$ cat src/design/tec_pkg.sv
// Shared types, codes and the transition table of the tilt event confirmation machine.
// Used by tec_step, the top level, tec_checker and the testbench; no dependencies.
package tec_pkg;

  localparam int unsigned TimeW   = 32;
  localparam int unsigned CountW  = 16;
  localparam int unsigned EventW  = 3;
  localparam int unsigned ReportW = 2;

  localparam logic [TimeW-1:0]  CONFIRM_RESET_MS = 32'd2500;
  localparam logic [CountW-1:0] COUNT_MAX        = 16'hFFFF;

  // event codes (low two bits; bit 2 set marks an invalid beat)
  localparam logic [1:0] EV_STILL  = 2'd0;
  localparam logic [1:0] EV_RAISED = 2'd1;
  localparam logic [1:0] EV_LOST   = 2'd2;
  localparam logic [1:0] EV_PING   = 2'd3;

  localparam logic [ReportW-1:0] REPORT_CLOSED = 2'd0;
  localparam logic [ReportW-1:0] REPORT_OPENED = 2'd1;
  localparam logic [ReportW-1:0] REPORT_PING   = 2'd3;

  typedef enum logic [7:0] {
    ST_CREATED        = 8'b0000_0001,
    ST_NEW_CLOSURE    = 8'b0000_0010,
    ST_VERIFY_CLOSURE = 8'b0000_0100,
    ST_CONF_CLOSURE   = 8'b0000_1000,
    ST_NEW_OPEN       = 8'b0001_0000,
    ST_VERIFY_OPEN    = 8'b0010_0000,
    ST_CONF_OPEN      = 8'b0100_0000,
    ST_LOST           = 8'b1000_0000
  } tec_state_t;

  typedef struct packed {
    logic       hold;
    tec_state_t state;
  } tec_move_t;

  // Current machine state, handed to the step logic.
  typedef struct packed {
    tec_state_t              state;
    logic [TimeW-1:0]        moved_time;
    logic [TimeW-1:0]        first_open_time;
    logic [CountW-1:0]       opens_seen;
  } tec_ctx_t;

  // Next state plus the report for one beat.
  typedef struct packed {
    tec_ctx_t                ctx;
    logic [ReportW-1:0]      report;
    logic [TimeW-1:0]        since_open;
  } tec_result_t;

  function automatic tec_move_t tec_table(input tec_state_t st, input logic [1:0] ev);
    tec_move_t m;
    m.hold  = 1'b0;
    m.state = st;
    case (st)
      ST_CREATED: begin
        case (ev)
          EV_STILL:  m.state = ST_NEW_CLOSURE;
          EV_RAISED: m.state = ST_NEW_OPEN;
          EV_LOST:   m.state = ST_LOST;
          default:   m.hold  = 1'b1;
        endcase
      end
      ST_NEW_CLOSURE: begin
        case (ev)
          EV_RAISED: m.state = ST_VERIFY_OPEN;
          EV_LOST:   m.state = ST_LOST;
          default:   m.state = ST_VERIFY_CLOSURE;
        endcase
      end
      ST_VERIFY_CLOSURE: begin
        case (ev)
          EV_RAISED: m.state = ST_NEW_OPEN;
          EV_LOST:   m.state = ST_LOST;
          default:   m.state = ST_VERIFY_CLOSURE;
        endcase
      end
      ST_CONF_CLOSURE: begin
        case (ev)
          EV_RAISED: m.state = ST_NEW_OPEN;
          EV_LOST:   m.state = ST_LOST;
          default:   m.hold  = 1'b1;
        endcase
      end
      ST_NEW_OPEN, ST_VERIFY_OPEN: begin
        case (ev)
          EV_STILL:  m.state = ST_NEW_CLOSURE;
          EV_LOST:   m.state = ST_LOST;
          default:   m.state = ST_VERIFY_OPEN;
        endcase
      end
      ST_CONF_OPEN: begin
        case (ev)
          EV_STILL:  m.state = ST_NEW_CLOSURE;
          EV_RAISED: m.state = ST_CONF_OPEN;
          EV_LOST:   m.state = ST_LOST;
          default:   m.hold  = 1'b1;
        endcase
      end
      ST_LOST: begin
        case (ev)
          EV_STILL:  m.state = ST_NEW_CLOSURE;
          EV_RAISED: m.state = ST_NEW_OPEN;
          default:   m.hold  = 1'b1;
        endcase
      end
      default: m.hold = 1'b1;
    endcase
    return m;
  endfunction

endpackage

$ cat src/design/tec_step.sv
// Combinational step of the tilt event machine: table lookup, elapsed check, count update.
// Depends on tec_pkg.
module tec_step (
  input  tec_pkg::tec_ctx_t              cur,
  input  logic [1:0]                     ev,
  input  logic [tec_pkg::TimeW-1:0]      now_ms,
  input  logic [tec_pkg::TimeW-1:0]      confirm_ms,
  output tec_pkg::tec_result_t           res
);

  tec_pkg::tec_move_t          move;
  logic [tec_pkg::TimeW-1:0]   elapsed;
  logic                        settled;

  assign move    = tec_pkg::tec_table(cur.state, ev);
  assign elapsed = now_ms - cur.moved_time;
  assign settled = (elapsed >= confirm_ms);

  always_comb begin
    res.ctx        = cur;
    res.report     = tec_pkg::REPORT_PING;
    res.since_open = '0;
    if (!move.hold) begin
      res.ctx.state = move.state;
      case (move.state)
        tec_pkg::ST_NEW_CLOSURE, tec_pkg::ST_NEW_OPEN: begin
          res.ctx.moved_time = now_ms;
        end
        tec_pkg::ST_VERIFY_CLOSURE: begin
          if (settled) begin
            res.ctx.state = tec_pkg::ST_CONF_CLOSURE;
            res.report    = tec_pkg::REPORT_CLOSED;
          end
        end
        tec_pkg::ST_VERIFY_OPEN: begin
          if (settled) begin
            res.ctx.state = tec_pkg::ST_CONF_OPEN;
            res.report    = tec_pkg::REPORT_OPENED;
            if (cur.opens_seen == '0) begin
              res.ctx.first_open_time = now_ms;
            end
            if (cur.opens_seen != tec_pkg::COUNT_MAX) begin
              res.ctx.opens_seen = cur.opens_seen + 1'b1;
            end
          end
        end
        default: begin
        end
      endcase
    end
    // first open on this beat sets first_open_time to now, giving zero
    if (res.ctx.opens_seen != '0) begin
      res.since_open = now_ms - res.ctx.first_open_time;
    end
  end

endmodule

$ cat src/design/tilt_event_confirmation_fsm_top.sv
// Tilt event confirmation machine: top level with input register, step logic, result register.
// Depends on tec_pkg and tec_step.
// A beat passes the input register, then the result register that drives the out_ ports.
// One beat per cycle unless stalled; the machine state feeds back through one step of logic.
// Invalid status beats (codes 4 to 7) pass through the input register and yield no report.
// Reset (rst_n low, synchronous): state to created, times and count to zero, threshold 2500 ms.
module tilt_event_confirmation_fsm_top (
  input  logic                              clk,
  input  logic                              rst_n,
  // configuration
  input  logic                              cfg_wr_en,
  input  logic [tec_pkg::TimeW-1:0]         cfg_wr_data,
  // event beats
  input  logic                              in_valid,
  output logic                              in_stall,
  input  logic [tec_pkg::EventW-1:0]        in_event_status,
  input  logic [tec_pkg::TimeW-1:0]         in_now_ms,
  // report beats
  output logic                              out_valid,
  input  logic                              out_stall,
  output logic [tec_pkg::ReportW-1:0]       out_report_status,
  output logic [tec_pkg::TimeW-1:0]         out_since_first_open_ms,
  output logic [tec_pkg::CountW-1:0]        out_open_count
);

  // threshold register
  logic [tec_pkg::TimeW-1:0]   confirm_r;

  // input register
  logic                        s1_valid_r, s1_valid_nxt;
  logic [tec_pkg::EventW-1:0]  s1_ev_r;
  logic [tec_pkg::TimeW-1:0]   s1_now_r;

  // machine state
  tec_pkg::tec_ctx_t           ctx_r;
  tec_pkg::tec_result_t        step_res;

  // result register
  logic                        out_valid_r, out_valid_nxt;
  logic [tec_pkg::ReportW-1:0] out_report_r;
  logic [tec_pkg::TimeW-1:0]   out_since_r;
  logic [tec_pkg::CountW-1:0]  out_count_r;

  logic in_take, ev_ok, out_free, s1_go, commit;

  // Valid events are codes 0..3; bit 2 flags anything else.
  assign ev_ok    = !s1_ev_r[2];
  assign out_free = !out_valid_r || !out_stall;
  // An invalid beat never needs the result register, so drop it at once.
  assign s1_go    = s1_valid_r && (out_free || !ev_ok);
  assign commit   = s1_go && ev_ok;
  assign in_stall = s1_valid_r && !s1_go;
  assign in_take  = in_valid && !in_stall;

  assign s1_valid_nxt  = in_take || (s1_valid_r && !s1_go);
  assign out_valid_nxt = commit || (out_valid_r && out_stall);

  tec_step u_step (
    .cur        (ctx_r),
    .ev         (s1_ev_r[1:0]),
    .now_ms     (s1_now_r),
    .confirm_ms (confirm_r),
    .res        (step_res)
  );

  // control and machine state
  always_ff @(posedge clk) begin
    if (!rst_n) begin
      confirm_r             <= tec_pkg::CONFIRM_RESET_MS;
      s1_valid_r            <= 1'b0;
      out_valid_r           <= 1'b0;
      ctx_r.state           <= tec_pkg::ST_CREATED;
      ctx_r.moved_time      <= '0;
      ctx_r.first_open_time <= '0;
      ctx_r.opens_seen      <= '0;
    end else begin
      if (cfg_wr_en) begin
        confirm_r <= cfg_wr_data;
      end
      s1_valid_r  <= s1_valid_nxt;
      out_valid_r <= out_valid_nxt;
      // advance the machine only when the report has a place to go
      if (commit) begin
        ctx_r <= step_res.ctx;
      end
    end
  end

  // payload: load the input register on accept, hold otherwise
  always_ff @(posedge clk) begin
    if (in_take) begin
      s1_ev_r  <= in_event_status;
      s1_now_r <= in_now_ms;
    end
  end

  // payload: load the result register on commit, hold while stalled
  always_ff @(posedge clk) begin
    if (commit) begin
      out_report_r <= step_res.report;
      out_since_r  <= step_res.since_open;
      out_count_r  <= step_res.ctx.opens_seen;
    end
  end

  assign out_valid               = out_valid_r;
  assign out_report_status       = out_report_r;
  assign out_since_first_open_ms = out_since_r;
  assign out_open_count          = out_count_r;

endmodule

$ cat config.mk
export PLATFORM = sky130hd
export DESIGN_NAME = tilt_event_confirmation_fsm_top
export DESIGN_NICKNAME = d
export VERILOG_FILES = /design/src/design/tec_pkg.sv /design/src/design/tec_step.sv /design/src/design/tilt_event_confirmation_fsm_top.sv
export SDC_FILE = /design/constraint.sdc
export NUM_CORES = 1
export LEC_CHECK = 0
export BUFFER_PORTS_ARGS = -buffer_cell sky130_fd_sc_hd__buf_4
export CAP_MARGIN = 10
export CORE_MARGIN = 2
export CORE_UTILIZATION = 40
export DETAILED_ROUTE_END_ITERATION = 7
export GPL_TIMING_DRIVEN = 0
export SLEW_MARGIN = 15
export SYNTH_ARGS = -nofsm -noshare
export SYNTH_HDL_FRONTEND = slang
export SYNTH_SLANG_ARGS = --single-unit
$ cat constraint.sdc
create_clock -name clk -period 17.57 [get_ports clk]
set_input_delay 4.3925 -clock clk [delete_from_list [all_inputs] [get_ports clk]]
set_output_delay 4.3925 -clock clk [all_outputs]
set_load 0.02 [all_outputs]
==> summary.txt <==
clk_lat worst skew: 540 ps
via count: 10020
CTS H-Tree Depth: 1
crit path kind: flip-flop to flip-flop
Worst-Margin Slew: 935.6 ps
CTS resizes: 0
Synth top area share: 0.1983
DP HPWL: 24570 µm
run status: complete, no violations
Synth Area in Simple Gates: 0.1917
Rows: 65
post-synthesis cell type count: 84
synth top area cells: edfxtp_1 (20%), dfxtp_1 (19%), ha_1 (9.4%), mux2i_1 (6.2%), nand2_1 (3.8%)
Antenna diodes: 0
Core ar.: 31640 µm²
CTS Hold Bufs: 0
clock skew: 18.36 ps
Max rail drop VDD: 0.06816 mV
Post-Layout Inst Area: 15180 µm²
min-delay worst type: flip-flop to flip-flop
Post-layout nets: 1684
most frequent cell after synthesis: nand2_1
Setup-failing EPs final: 0
fraction of the mapped netlist area in adder cells: 0.09893
First-pass DRT Iterations: 7
CP Data Arrival Time: 10310 ps
Seq cells post-synth: 207
crit end category: flip-flop
mapped cell area: 12870 µm²
Num CTS Buffers: 25
Die Wd: 183.4 µm
part of the power in the clock network: 0.409
Area after DPL: 14350 µm²
Fin. Hold Viols: 0
Longest Clk Path Bufs: 3
MaxCap Viol Count: 0
Final ANT Viol Nets: 0
Tcrit/Tclk final: 0.5706
main combinational cell family by area after synthesis: simple AND/OR/NAND/NOR gates
io pins: 124
power density cells: 83.68 nW/µm²
largest net degree at the start of global routing: 54
wire per inst: 16.32 µm
Placer Congestion: 0.9091
die area: 33640 µm²
Post-synth top flop: dfxtp_1
unrepaired setup endpoints after global routing: false
Place WS: 7522 ps
sw power: 0.3419 mW
Congestion Overflow GR: 0
count of pins over their slew limit: 0
Max-slew headroom: 0.3762
yosys warns: 0
Leak Pwr: 6.439 nW
Area growth, synth to finish: 17.89%
switch share: 0.2692
Clock Tree Root: clkbuf_16
Post-CTS Setup Bufs: 0
crit-path leading delay family: compound AO/OA/AOI/OAI gates
CP required: 17860 ps
via-per-instance ratio: 5.181
Chip Height: 183.4 µm
Initial Util: 0.4070
number of enable flip-flop cells after synthesis: 85
Detailed Route WL: 31560 µm
Port Buf Inserts: 121
Compound-Gate Fraction of Synth Area: 0.1508
initial antenna violation count: 0
first-pass GRT wire length: 50990 µm
Clock Pin Slew Worst Setup and Hold Paths: 60 ps
CTS tree: yes
vias in the first global route: 9877
Flop pwr share: 0.418
drt initial violations: 570
Post-Synth XOR/XNOR Area: 0.05646
sequential area share after synthesis: 0.3879
Post-Synthesis Cells: 1363
layout cells sized above 1: 0.1554
power after layout: 1.270 mW
crit-path max cell delay: 730 ps
GR Util All Layers: 0.1878
critical path peak fanout: 10
Crit-path slowest cell: a221oi_1
worst setup margin: 7545 ps
Pint: 0.9281 mW
DRC viols: 0
clock sink count: 207
Comb pwr share: 0.173
final hold slack: 475.8 ps
setup_tns: 0 ps
crit path buf inv count: 2
Synth area leader: edfxtp_1
mux share of post-synthesis cell area: 0.06657
startpoint types: flip-flop
Net Count, Synth: 1534
Tmin final: 10030 ps
Avg Inst Size Synth: 9.446 µm²
top cells by count, synth: nand2_1 (131), dfxtp_1 (122), ha_1 (97)
Highest Clock Rate: 0.09975 GHz
Async S/R FF share, synth: 0
-- cell usage in the layout (no fill, tap or decap), drive strengths merged, types with 7 or more instances in the layout --
cell type and n:
a211oi 7, a21boi 20, a21o 25, a21oi 59
and2 21, and3 18, buf 141, clkbuf 76
dfxtp 122, edfxtp 85, ha 97, inv 91
mux2i 80, nand2 132, nand2b 16, nand3 32
nand4 15, nor2 91, nor2b 66, nor3 26
nor4 8, o211a 28, o211ai 11, o21a 9
o21ai 50, o21bai 8, or2 7, or3 12
xnor2 48, xor2 35
-- layer usage --
layer,track usage,part of all wire,vias up
li1,-,-,5144
met1,0.2603,0.50,4610
met2,0.3052,0.44,215
met3,0.02542,0.037,51
met4,0.05504,0.027,0
met5,0,0,-
-- power by group through the flow --
| stage | combinational [mW] | sequential [mW] | clock, mW |
|---|---|---|---|
| after floorplan | 0.157 | 0.540 | 0 |
| after global placement | 0.215 | 0.541 | 0 |
| after detailed placement | 0.220 | 0.541 | 0 |
| after CTS | 0.221 | 0.531 | 0.531 |
| after global routing | 0.247 | 0.533 | 0.550 |
| final | 0.220 | 0.531 | 0.519 |
-- state kept, by name, indices dropped and copies added (netlist names) --
name,flops
out_valid,1
out_since_first_open_ms,32
out_open_count,16
s1_now_r,32
s1_ev_r,3
confirm_r,32
ctx_r,88
s1_valid_r,1
out_report_status,2
-- worst paths after layout --
check	endpoint	slack, ps	start	cells after the start
worst max-delay path	out_since_first_open_ms[18]$_SDFFCE_PN0P_	7540	s1_now_r[1]$_DFFE_PP_	37
worst min-delay path	ctx_r[27]$_SDFFE_PN0P_	480	ctx_r[27]$_SDFFE_PN0P_	2
worst max register to register	out_since_first_open_ms[18]$_SDFFCE_PN0P_	7540	s1_now_r[1]$_DFFE_PP_	37
worst min register to register	ctx_r[27]$_SDFFE_PN0P_	480	ctx_r[27]$_SDFFE_PN0P_	2
-- worst reg2reg max path: cells and delay by family (launching register included) --
family | cells | cell delay (ps)
simple gates | 11 | 1660
mux | 1 | 280
buf+inv | 2 | 370
xor+xnor | 2 | 450
flops | 1 | 510
compound gates | 17 | 5480
fa+ha+maj | 4 | 1010
-- cell families (layout without fill, tap and decap cells) --
family,Yosys count,count (layout)
muxes,85,85
DFF,207,207
and+or+nand+nor,466,466
adders and majority gates,101,101
buffers and inverters,148,317
xor gates and xnor gates,83,83
AOI/OAI and AO/OA,273,273
-- final cells by class --
cell class	count	area, µm²
multi-input combinational	1008	7276
fill	2992	16460
timing repair buffer	123	955.9
sequential	207	4995
tap	402	503.0
clock buffer	34	709.4
inverter	88	330.3
clock inverter	12	123.9
buffer	60	285.3
-- per-stage QoR --
stage,std cells,util
2_1_floorplan,1363,-
3_3_place_gp,1886,0.4516
3_5_place_dp,1888,0.4534
4_1_cts,1934,0.4798
5_1_grt,1934,0.4798
6_report,1934,0.4798
Note: power is estimated with default switching activity, not from simulation.
